### config.mk
export PLATFORM = sky130hd
export DESIGN_NAME = slm_front
export DESIGN_NICKNAME = d
export VERILOG_FILES = /design/src/rtl/core/slm_pkg.sv /design/src/rtl/core/slm_front.sv
export SDC_FILE = /design/constraint.sdc
export NUM_CORES = 1
export LEC_CHECK = 0
export BUFFER_PORTS_ARGS = -buffer_cell sky130_fd_sc_hd__buf_2
export CORE_MARGIN = 10
export CORE_UTILIZATION = 40
export CTS_CLUSTER_SIZE = 20
export DETAILED_ROUTE_END_ITERATION = 16
export GPL_TIMING_DRIVEN = 0
export PLACE_DENSITY = 0.66
export SYNTH_ARGS = -nofsm -noshare
export SYNTH_HDL_FRONTEND = slang
export SYNTH_SLANG_ARGS = --single-unit
### constraint.sdc
create_clock -name clk -period 10.6 [get_ports clk]
set_input_delay 0.53 -clock clk [delete_from_list [all_inputs] [get_ports clk]]
set_output_delay 0.53 -clock clk [all_outputs]
set_load 0.05 [all_outputs]
### src/rtl/core/slm_pkg.sv
// Shared types and constants of the syscall latency monitor core.
// Used by slm_front, slm_back, the top level and the checker; no dependencies.
package slm_pkg;

  // table sizes
  localparam int PENDING_DEPTH = 1024;
  localparam int STATS_DEPTH   = 512;

  // index and count widths of the tables
  localparam int PIDX_W = (PENDING_DEPTH > 1) ? $clog2(PENDING_DEPTH) : 1;
  localparam int PCNT_W = $clog2(PENDING_DEPTH + 1);
  localparam int SIDX_W = (STATS_DEPTH > 1) ? $clog2(STATS_DEPTH) : 1;
  localparam int SCNT_W = $clog2(STATS_DEPTH + 1);

  localparam logic [63:0] THRESHOLD_RESET = 64'd50000000;

  // command codes
  localparam logic CMD_ENTER = 1'b0;
  localparam logic CMD_EXIT  = 1'b1;

  // result status codes
  localparam logic [1:0] ST_ENTER_STORED  = 2'd0;
  localparam logic [1:0] ST_ENTER_DROPPED = 2'd1;
  localparam logic [1:0] ST_EXIT_MATCHED  = 2'd2;
  localparam logic [1:0] ST_EXIT_NOMATCH  = 2'd3;

  // one input word as held in the queue
  typedef struct packed {
    logic        is_exit;
    logic [63:0] thread_id;
    logic [63:0] timestamp_ns;
    logic [63:0] group_id;
    logic [31:0] call_number;
    logic        call_failed;
  } item_t;

  // one result word
  typedef struct packed {
    logic [1:0]  status;
    logic [31:0] process_id;
    logic [63:0] group_out;
    logic [31:0] call_out;
    logic [63:0] call_latency;
    logic        slow_event;
    logic        stats_kept;
    logic [63:0] call_count;
    logic [63:0] failure_count;
    logic [63:0] latency_total_ns;
  } result_t;

  // queue handshake between front and back
  typedef struct packed {
    logic  valid;
    item_t item;
  } queue_head_t;

  // pending table entry
  typedef struct packed {
    logic        valid;
    logic [63:0] thread;
    logic [63:0] time_ns;
  } pend_entry_t;

  // statistics table entry
  typedef struct packed {
    logic [63:0] group;
    logic [31:0] call;
    logic [63:0] count;
    logic [63:0] fails;
    logic [63:0] total;
  } stat_entry_t;

endpackage

### src/rtl/core/slm_front.sv
// Front end: accepts input words, classifies the command and queues them.
// Depends on slm_pkg.
module slm_front (
  input  logic                 clk,
  input  logic                 rst_n,
  input  logic                 start,
  output logic                 busy,
  input  logic                 in_command,
  input  logic [63:0]          in_thread_id,
  input  logic [63:0]          in_timestamp_ns,
  input  logic [63:0]          in_group_id,
  input  logic [31:0]          in_call_number,
  input  logic                 in_call_failed,
  output slm_pkg::queue_head_t head,
  input  logic                 pop
);

  slm_pkg::item_t q_r [2];
  logic           wr_ptr_r, wr_ptr_nxt;
  logic           rd_ptr_r, rd_ptr_nxt;
  logic [1:0]     cnt_r, cnt_nxt;
  logic           push;
  logic           do_pop;
  slm_pkg::item_t new_item;

  // classify the incoming word
  always_comb begin
    new_item.is_exit      = (in_command == slm_pkg::CMD_EXIT);
    new_item.thread_id    = in_thread_id;
    new_item.timestamp_ns = in_timestamp_ns;
    new_item.group_id     = in_group_id;
    new_item.call_number  = in_call_number;
    new_item.call_failed  = in_call_failed;
  end

  assign busy   = (cnt_r == 2'd2);
  assign push   = start && !busy;
  assign do_pop = pop && (cnt_r != 2'd0);

  assign head.valid = (cnt_r != 2'd0);
  assign head.item  = q_r[rd_ptr_r];

  // pointer and fill bookkeeping
  always_comb begin
    wr_ptr_nxt = push ? ~wr_ptr_r : wr_ptr_r;
    rd_ptr_nxt = do_pop ? ~rd_ptr_r : rd_ptr_r;
    cnt_nxt    = cnt_r + {1'b0, push} - {1'b0, do_pop};
  end

  always_ff @(posedge clk) begin
    if (!rst_n) begin
      wr_ptr_r <= 1'b0;
      rd_ptr_r <= 1'b0;
      cnt_r    <= 2'd0;
    end else begin
      wr_ptr_r <= wr_ptr_nxt;
      rd_ptr_r <= rd_ptr_nxt;
      cnt_r    <= cnt_nxt;
    end
  end

  // queue storage
  always_ff @(posedge clk) begin
    if (push) begin
      q_r[wr_ptr_r] <= new_item;
    end
  end

endmodule

## Word level (Yosys, flattened, before mapping)

Memories as Yosys holds them, arrays and structs flattened. A register that Yosys moved wholly into a read port is not among the register bits.
Cells that the tools add are included.

| storage, ports and cells | value |
|---|---|
| register bits after elaboration | 4 |
| bits in writable memories | 452 |
| bits of input ports | 230 |
| output and inout port bits | 228 |
| logic and storage cells | 17 |
| memories | 1 |

| cells by class | value |
|---|---|
| $add $sub $neg | 2 |
| equality and inequality tests | 1 |
| muxes and demuxes | 4 |
| bitwise operators | 2 |
| reductions and logical operators | 4 |

Memory list:

| memory | depth | width | read ports | clocked after memory_dff | wr ports | line | source |
|---|---|---|---|---|---|---|---|
| q_r | 2 | 226 | 1 | 1 | 1 | slm_front.sv:18 | `slm_pkg::item_t q_r [2];` |

Operator list:

| kind | count |
|---|---|
| 1-bit two-way mux | 4 |
| 2-bit by 1-bit adder with 2-bit output | 1 |
| 2-bit equality test, second input constant | 1 |
| 1-bit logical AND | 2 |
| 1-bit NOT | 2 |
| 2-bit nonzero test | 1 |
| 2-bit by 1-bit subtractor with 2-bit output | 1 |
| 1-bit zero test | 1 |

## Logic depth before layout (Yosys ltp)

Gate-level depths: netlist (run 1).

| depth | value |
|---|---|
| word-level depth | 5 |
| depth in mapped cells | 8 |
| mapped depth without buffers | 8 |

## Worst setup path after synthesis (run 1)

OpenSTA, ideal clock, no wires.

| timing path | value |
|---|---|
| path type | input to register |
| start | in start |
| end | mem q_r[0][0] (netlist name) (enable) |
| setup time | 0.816 ns |
| data arrival time | 9.989 ns |
| data required time | 9.784 ns |
| path slack | -0.205 ns |
| cell stages on the path | 2 |
| path buffers | 0 |
| cell sequence | nand2_1 -> nor2_1 |

| on the way | value |
|---|---|
| word-level cells in the longest chain between the ends | 3 |

Ends and longest elaborated chain:

| element | line | source |
|---|---|---|
| start, declared | slm_front.sv:6 | `input logic start,` |
| 1-bit logical AND | slm_front.sv:37 | `assign push = start && !busy;` |
| 1-bit two-way mux | slm_front.sv:64 | `if (push) begin` |
| 1-bit two-way mux (implied by the code) | slm_front.sv:65 | `q_r[wr_ptr_r] <= new_item;` |
| end, declared | slm_front.sv:18 |  |

Every way passes these cells.

==> results of run 1 <==
==> power breakdown <==
group          total (mW)  internal, mW  switching [mW]
Sequential           2.32          2.27          0.0522
Combinational        2.17         0.669            1.50
Clock                1.54         0.889           0.653
==> state kept, by name, summed over array words and instances, names as in the netlist, named ones only <==
register	flops
q_r	452
wr_ptr_r	1
cnt_r	2
rd_ptr_r	1
==> worst max-delay path, delay by kind of cell (launching register included) <==
kind / cells / cell delay [ns]
buffers and inverters: 4 / 0.85
flip-flops: 1 / 0.32
multiplexers: 1 / 0.36
==> cell families (layout without fill, tap and decap cells) <==
logic type | count (synthesis) | count (layout) | synth area share, %
and+or+nand+nor | 11 | 11 | 0.3145
muxes | 227 | 227 | 18.01
DFF | 457 | 457 | 79.92
buffers and inverters | 28 | 582 | 1.419
AOI/OAI and AO/OA | 1 | 1 | 0.04390
other | 0 | 10 | 0
adders and majority gates | 2 | 2 | 0.1462
xor gates and xnor gates | 3 | 3 | 0.1536
==> cells in the final DEF (no fill, tap or decap), drive strengths merged <==
cell type	count
or2	1
dfxtp	5
inv	3
nand2b	2
xnor2	2
clkinvlp	3
ha	2
nand2	2
xor2	1
o21a	1
and2	1
clkinv	22
diode	10
nor2	4
clkbuf	58
mux2	226
edfxtp	452
buf	494
and3	1
bufinv	2
mux2i	1
==> final timing paths <==
kind	start	endpoint	slack, ns
hold / removal	in_timestamp_ns[56]	q_r[0][153]	0.15
setup reg to reg	cnt_r[0]	q_r[0][172]	7.98
hold reg to reg	rd_ptr_r	register	0.52
setup / recovery	register	head[147]	7.96
==> area by class of cell <==
cell class	instances	area [um^2]	share of cell area [%]
plain buffers	25	231.5	1.060
well taps	539	674.4	3.090
repair buffers	469	2565	11.75
flip-flops and latches	457	13670	62.64
diodes	10	25.02	0.1146
clock inverters	27	181.4	0.8312
multi-input cells	244	3206	14.69
clock buffers	58	1260	5.772
inverters	3	11.26	0.05159
==> metal layers <==
layer	routed length (um)	vias to the layer above	global-route usage, %
met2	20610	326	25.88
li1	-	3963	-
met4	919	20	5.821
met5	155	-	0
met1	14140	4256	15.71
met3	4359	71	6.731
==> through the flow <==
step / power (mW) / instances / hold WS (ns) / area (um^2) / setup slack (ns)
final: 6.032 / 1832 / 0.1508 / 21830 / 7.965
after global routing: 6.275 / 1829 / 0.1164 / 21820 / 7.770
after CTS: 6.130 / 1822 / 0.09816 / 21800 / 7.858
after detailed placement: 4.563 / 1737 / 0.5071 / 20360 / 7.881
after global placement: 4.593 / 1725 / 0.4775 / 20070 / -0.009575
after floorplan: 4.072 / 729 / 0.4660 / 17110 / 3.624
==> results.md, run 1 <==
- In this run the deepest clock path goes through 3 buffers.
- The standard cell with the maximum stage delay on the critical path is sky130_fd_sc_hd__mux2_4.
- The critical path goes through buf_6, buf_6, buf_6, mux2_4, buf_2.
- sky130_fd_sc_hd__edfxtp_1 is the most common cell in the netlist.
- The final clock period utilization by the worst path is 24.86%.
- The first detailed-routing pass ran for 4 iterations.
- Setup repair after global routing left no endpoint under its margin.
- The net count of the finished layout is 1479.
- The static power due to leakage is 8.431 nW.
- The average wire per cell in the routed design is between 20 and 25 um.
- The proportion of register bits with asynchronous set or reset after synthesis is 0%.
- The most common cell type on the critical path is sky130_fd_sc_hd__buf_6.
- Entering global routing, the biggest net connects 62 pins.
- The class of the tightest hold or removal check is input pin to register.
- The total area inside the core boundary comes to 42130 um^2.
- The number of placement rows is 75.
- The delay contributed by the slowest stage of the critical path is 0.36 ns.
- The number of DRC markers after the initial detailed-route iteration is 501.
- The timing-limited maximum frequency is 0.3794 GHz.
- The number of different library cells used by synthesis comes to 18.
- The core utilization of the finished layout is approximately half.
- In this run the horizontal extent of the chip is 226.8 um.
- The highest net fanout along the worst path is 10.
- The clock tree synthesis step divided the H-tree into 2 levels.
- The ratio of total power to cell area is 276.4 nW/um^2.
- The master cell of the clock root buffer is sky130_fd_sc_hd__clkbuf_16.
- In this run the cell area of the synthesized design comes to roughly 17000 um^2.
- In the final timing run, aggregate negative setup slack is 0 ns.
- The global router's overall resource usage is around 15%.
- The mean area per synthesized cell is 23.47 um^2.
- The number of clock buffers added by TritonCTS is 47.
- The post-CTS resize count is 0.
- The die is 226.8 um tall.
- At the pin with the least slew margin, the transition time is 0.7879 ns.
- STA classifies the critical path startpoint as a register.
- The TritonCTS clock tree is yes.
- The total of warnings raised by yosys is 0.
- The arrival time of data at the critical path endpoint is ~2.1 ns.
- The area of the die is 51450 um^2.
- The first global-routing pass estimated 57440 um of wire.
- For this run, the register share of the synthesized area comes to 79.92%.
- The synthesized net count is about 960.
- By area the synthesized netlist is led by sky130_fd_sc_hd__edfxtp_1 79%, sky130_fd_sc_hd__mux2_4 12%, sky130_fd_sc_hd__mux2_2 5.7%.
- The final HPWL from detailed placement is roughly 29000 um.
- At the end of routability-driven placement, the weighted congestion stood at 0.7612.
- The worst supply voltage drop on vdd is between 0.15 and 0.2 mV.
- Counting instances, the worst hold path has a depth of 1.
- For the worst-skew pair, the clock arrives at the later sink with an insertion delay of 0.56 ns.
- The number of failing hold endpoints at the final stage is 0.
- The fraction of post-synthesis cell area in the top cell type by area is 79.33%.
- The total setup violations reported at the end of the flow is 0.
- The initial antenna violation count is 20.
- The length in cells of the worst reg-to-reg path is 7.
- The initial standard-cell utilization of the core is just over 40%.
- Buffers inserted to repair hold after CTS numbered 0.
- The critical path capture point type is an output pin.
- The shortest clock period the worst path allows after layout is 2.635 ns.
- For this design the top-level I/O count stands at 458.
- The final number of max-transition violations is 0.
- The fraction of final layout cells sized beyond drive strength 1 is 61.34%.
- For this run, the leading register cell type out of synthesis is sky130_fd_sc_hd__edfxtp_1.
- The routed layout has 8636 vias.
- The flip-flop and latch count after synthesis is 457.
- Clock-pin slew was measured on the worst setup and hold paths at 0.06 ns.
- The critical path is of the register to output pin type.
- Clock tree synthesis found a total of 457 sinks.
- The flow ran to the end, and the final reports show no timing, DRC or antenna violations.
- For this run, design rule violations remaining after detail routing come to 0.
- The total wire length after detailed routing is 40180 um.
- The number of vias per cell is around 4.7.
- The commonest cells after synthesis are 452 x sky130_fd_sc_hd__edfxtp_1, 140 x sky130_fd_sc_hd__mux2_4, 86 x sky130_fd_sc_hd__mux2_2.
- In this run the tightest slew margin relative to its limit is between 40 and 50%.
- From synthesis to final layout, the design area changed by 27.58%.
- Summed over all instances, the cell type with the most area after synthesis is sky130_fd_sc_hd__edfxtp_1.
- The synthesized instance count is between 700 and 800.
- Summed over all layers, the global routing overflow is 0.
- The total setup buffers inserted after CTS is 0.
- For the final database, setup skew stands at 0.01662 ns.
- The via count of the first global-routing pass is 9319.
- The count of input and output buffers is ~460.
- Counting flops with a built-in enable in the synthesized netlist gives 452.
- Max-cap violations in this run came to 0.
- The layout has 3410 filler cells.
- Data on the critical path is required at its endpoint by slightly above 10 ns.
- Once detail routing completed, the nets flagged for antenna violations numbered 0.
No activity file was read; power rests on OpenSTA's default activity.
==> run 2: changes to the inputs <==
clock period = 2.3 ns   (was 10.6 ns; I/O delays follow)
==> run 2 against run 1 <==
Against the previous run:
- register-to-register slack lost 7.7 ns
- critical endpoint is now head[145]
- global-route usage increased by 1.3 points
- highest routed layer is now met4
- flip-flop and latch count unchanged
- clock power rose to 4.7 times the previous value
- routed wire length increased by 7.5%
- die area did not move
- total power rose to 4.7 times the previous value
- worst setup slack worse by 7.8 ns
- sequential power increased to 4.6 times the previous value
- core utilization increased by 5.5 points
- final cell count rose by 12%
- design area up 11%
==> results.md, run 2 (synthesis results as in run 1) <==
- The ratio of total power to cell area is 1173 nW/um^2 (was 276.4 nW/um^2).
- Critical Path, Cell by Cell: buf_6, buf_8, buf_8, mux2_4, buf_2 (was buf_6, buf_6, buf_6, mux2_4, buf_2).
- The smallest setup slack after layout is 0.1464 ns (was 7.965 ns).
- The pin count of the biggest net entering global routing is 61 (was 62).
- The count of input and output buffers is 457 (unchanged).
- The arrival time of data at the critical path endpoint is 2.04 ns (was 2.11 ns).
- The gate family responsible for the most delay along the worst path is buffers and inverters (unchanged).
- The number of vias per cell is 4.656 (was 4.714).
- The combined buffer and inverter count along the critical path is 4 (unchanged).
- The startpoint-to-endpoint class of the critical path is register to output pin (unchanged).
- The wire length of the first global-routing pass is 63780 um (was 57440 um).
- The sum of internal, switching and leakage power came to 28.34 mW (was 6.032 mW).
- The most common cell type on the critical path is sky130_fd_sc_hd__buf_8 (was sky130_fd_sc_hd__buf_6).
- The remaining number of nets flagged by the antenna check after routing is 0 (unchanged).
- The number of vias after detailed routing is 9563 (was 8636).
- The leading cell type in the layout, fill and taps excluded is sky130_fd_sc_hd__buf_2 (unchanged).
- Leading cell types in the layout, fill and taps excluded: 465 x sky130_fd_sc_hd__buf_2, 452 x sky130_fd_sc_hd__edfxtp_1, 229 x sky130_fd_sc_hd__dlygate4sd3_1 (was 465 x sky130_fd_sc_hd__buf_2, 452 x sky130_fd_sc_hd__edfxtp_1, 140 x sky130_fd_sc_hd__mux2_4).
- The final worst hold slack was 0.2682 ns (was 0.1508 ns).
- Unrepaired setup endpoints after global routing: false (unchanged).
- The static power due to leakage is 9.422 nW (was 8.431 nW).
- The register bank with the most flops is q_r (unchanged).
- The shortest clock period the worst path allows after layout is 2.154 ns.
- The width of the die is 226.8 um (unchanged).
- The standard cell core area is 42130 um^2 (unchanged).
- The average wire per cell in the routed design is 21.03 um (was 21.93 um).
- The total clock sinks came to 457 (unchanged).
- The total setup violations reported at the end of the flow was 0 (unchanged).
- The sort of element at the start of the critical path is a register (unchanged).
- The flip-flop count of the largest register, all copies and words added is 452 (unchanged).
- The total wire length after detailed routing came to 43190 um (was 40180 um).
- The clock latency of the later-clocked register in the worst-skew pair is 0.57 ns (was 0.56 ns).
- The standard cell with the maximum stage delay on the critical path is sky130_fd_sc_hd__mux2_4 (unchanged).
- The critical path capture point type is an output pin (unchanged).
- The setup TNS was 0 ns (unchanged).
- The relative max-transition margin is 68.35% (was 47.35%).
- The via count of the first global-routing pass is 10590 (was 9319).
- The placed standard-cell area is 20370 um^2 (was 20360 um^2).
- Outcome: complete, no violations (unchanged).
- The maximum level of the CTS H-tree came to 2 (unchanged).
- The final clock period utilization by the worst path is 93.63%.
- The global placement routability congestion is 0.7355 (was 0.7612).
- The core utilization of the finished layout is 57.33% (was 51.80%).
- The measured slew at the worst slew-check pin is 0.4748 ns (was 0.7879 ns).
- The first-pass detailed-route iteration total was 4 (unchanged).
- The number of buffers between clock root and the deepest sink is 3 (unchanged).
- The master cell of the clock root buffer is sky130_fd_sc_hd__clkbuf_16 (unchanged).
- The number of DRC markers after the initial detailed-route iteration is 586 (was 501).
- The timing-limited maximum frequency is 0.4643 GHz.
- The global router's overall resource usage is 16.27% (was 14.98%).
- The delay contributed by the slowest stage of the critical path is 0.33 ns (was 0.36 ns).
- The highest net fanout along the worst path was 10 (unchanged).
- The initial antenna violation count came to 1 (was 20).
- The final number of max-transition violations was 0 (unchanged).
- The final HPWL from detailed placement is 29050 um (was 29390 um).
- The required time at the endpoint of the critical path is 2.18 ns (was 10.07 ns).
- The number of buffers inserted during clock tree synthesis is 46 (was 47).
- The reported max-cap violation count was 0 (unchanged).
- The height of the die is 226.8 um (unchanged).
- The synthesis-to-finish area growth is 41.19% (was 27.58%).
- The number of failing hold endpoints at the final stage came to 0 (unchanged).
- The DRC violation count after routing is 0 (unchanged).
- The fraction of final layout cells sized beyond drive strength 1 is 52.25% (was 61.34%).
- The area of the die was 51450 um^2 (unchanged).
- The post-place setup slack is -0.1313 ns (was 7.881 ns).
- The summed area of non-filler cells in the final layout was 24160 um^2 (was 21830 um^2).
- Registers with the highest flip-flop counts: q_r: 452 flops, cnt_r: 2 flops (unchanged).
- The sum of overflow across all layers after global routing is 0 (unchanged).
- The class of the tightest hold or removal check is input pin to register (unchanged).
- The TritonCTS clock tree is yes (unchanged).
- The clock transition at the register clock pins on the worst setup and hold paths after CTS is 0.06 ns (about the same).
- The initial standard-cell utilization of the core is 40.61% (unchanged).
- The final net count is 1709 (was 1479).
- The number of placement rows is 75 (unchanged).
- The total of fill cells in the finished design is 3118 (was 3410).
- The count of non-filler cells in the finished layout is 2054 (was 1832).
- The worst supply voltage drop on vdd is 0.8504 mV (was 0.1664 mV).
- The worst clock skew was 0.01580 ns (was 0.01662 ns).
- The post-placement cell count was 1737 (unchanged).
- The number of primary I/O pins is 458 (unchanged).
==> run 2: worst paths after layout <==
check	endpoint	from	slack, ns	cells after the start
setup / recovery	head[145]	register	0.15	5
hold reg to reg	register	rd_ptr_r	0.52	2
setup reg to reg	q_r[1][152]	cnt_r[0]	0.26	4
hold / removal	q_r[0][21]	in_call_number[20]	0.27	2
==> run 2: routing by layer <==
metal  routed length, um  vias up  GRT usage, %
met4                 937        0         4.609
met3                4194       54         6.021
met1               15470     4741         17.80
li1                    -     4409             -
met2               22590      359         28.97
met5                   0        -             0
==> run 2: repair_timing <==
action / CTS / global route
hold endpoints to repair: 457 / 0
endpoints found under the setup margin: 60 / 1
setup buffers: 2 / 0
pin swaps: 1 / 0
hold buffers: 229 / 0
gates resized for setup: 1 / 1
==> run 2: worst register-to-register path: cells and delay by family, from the launching register on <==
kind / cells / cell delay [ns]
simple gates: 2 / 0.66
buf+inv: 2 / 0.64
flops: 1 / 0.35
==> run 2: final cells by class <==
| type | instances | area, um^2 | share of cell area (%) |
|---|---|---|---|
| Clock buffer | 54 | 1245 | 5.154 |
| Multi-Input combinational cell | 244 | 3221 | 13.33 |
| Antenna cell | 1 | 2.502 | 0.01036 |
| Buffer | 25 | 239.0 | 0.9893 |
| Inverter | 3 | 11.26 | 0.04662 |
| Tap cell | 539 | 674.4 | 2.792 |
| Sequential cell | 457 | 13670 | 56.61 |
| Timing Repair Buffer | 700 | 4877 | 20.19 |
| Clock inverter | 31 | 211.5 | 0.8754 |
==> run 2: report_power, final <==
part	total (mW)	leakage, nW	internal, mW	switching [mW]
registers	10.7	4.27	10.4	0.261
logic	10.5	4.44	3.37	7.08
clock network	7.18	0.718	4.18	3.00
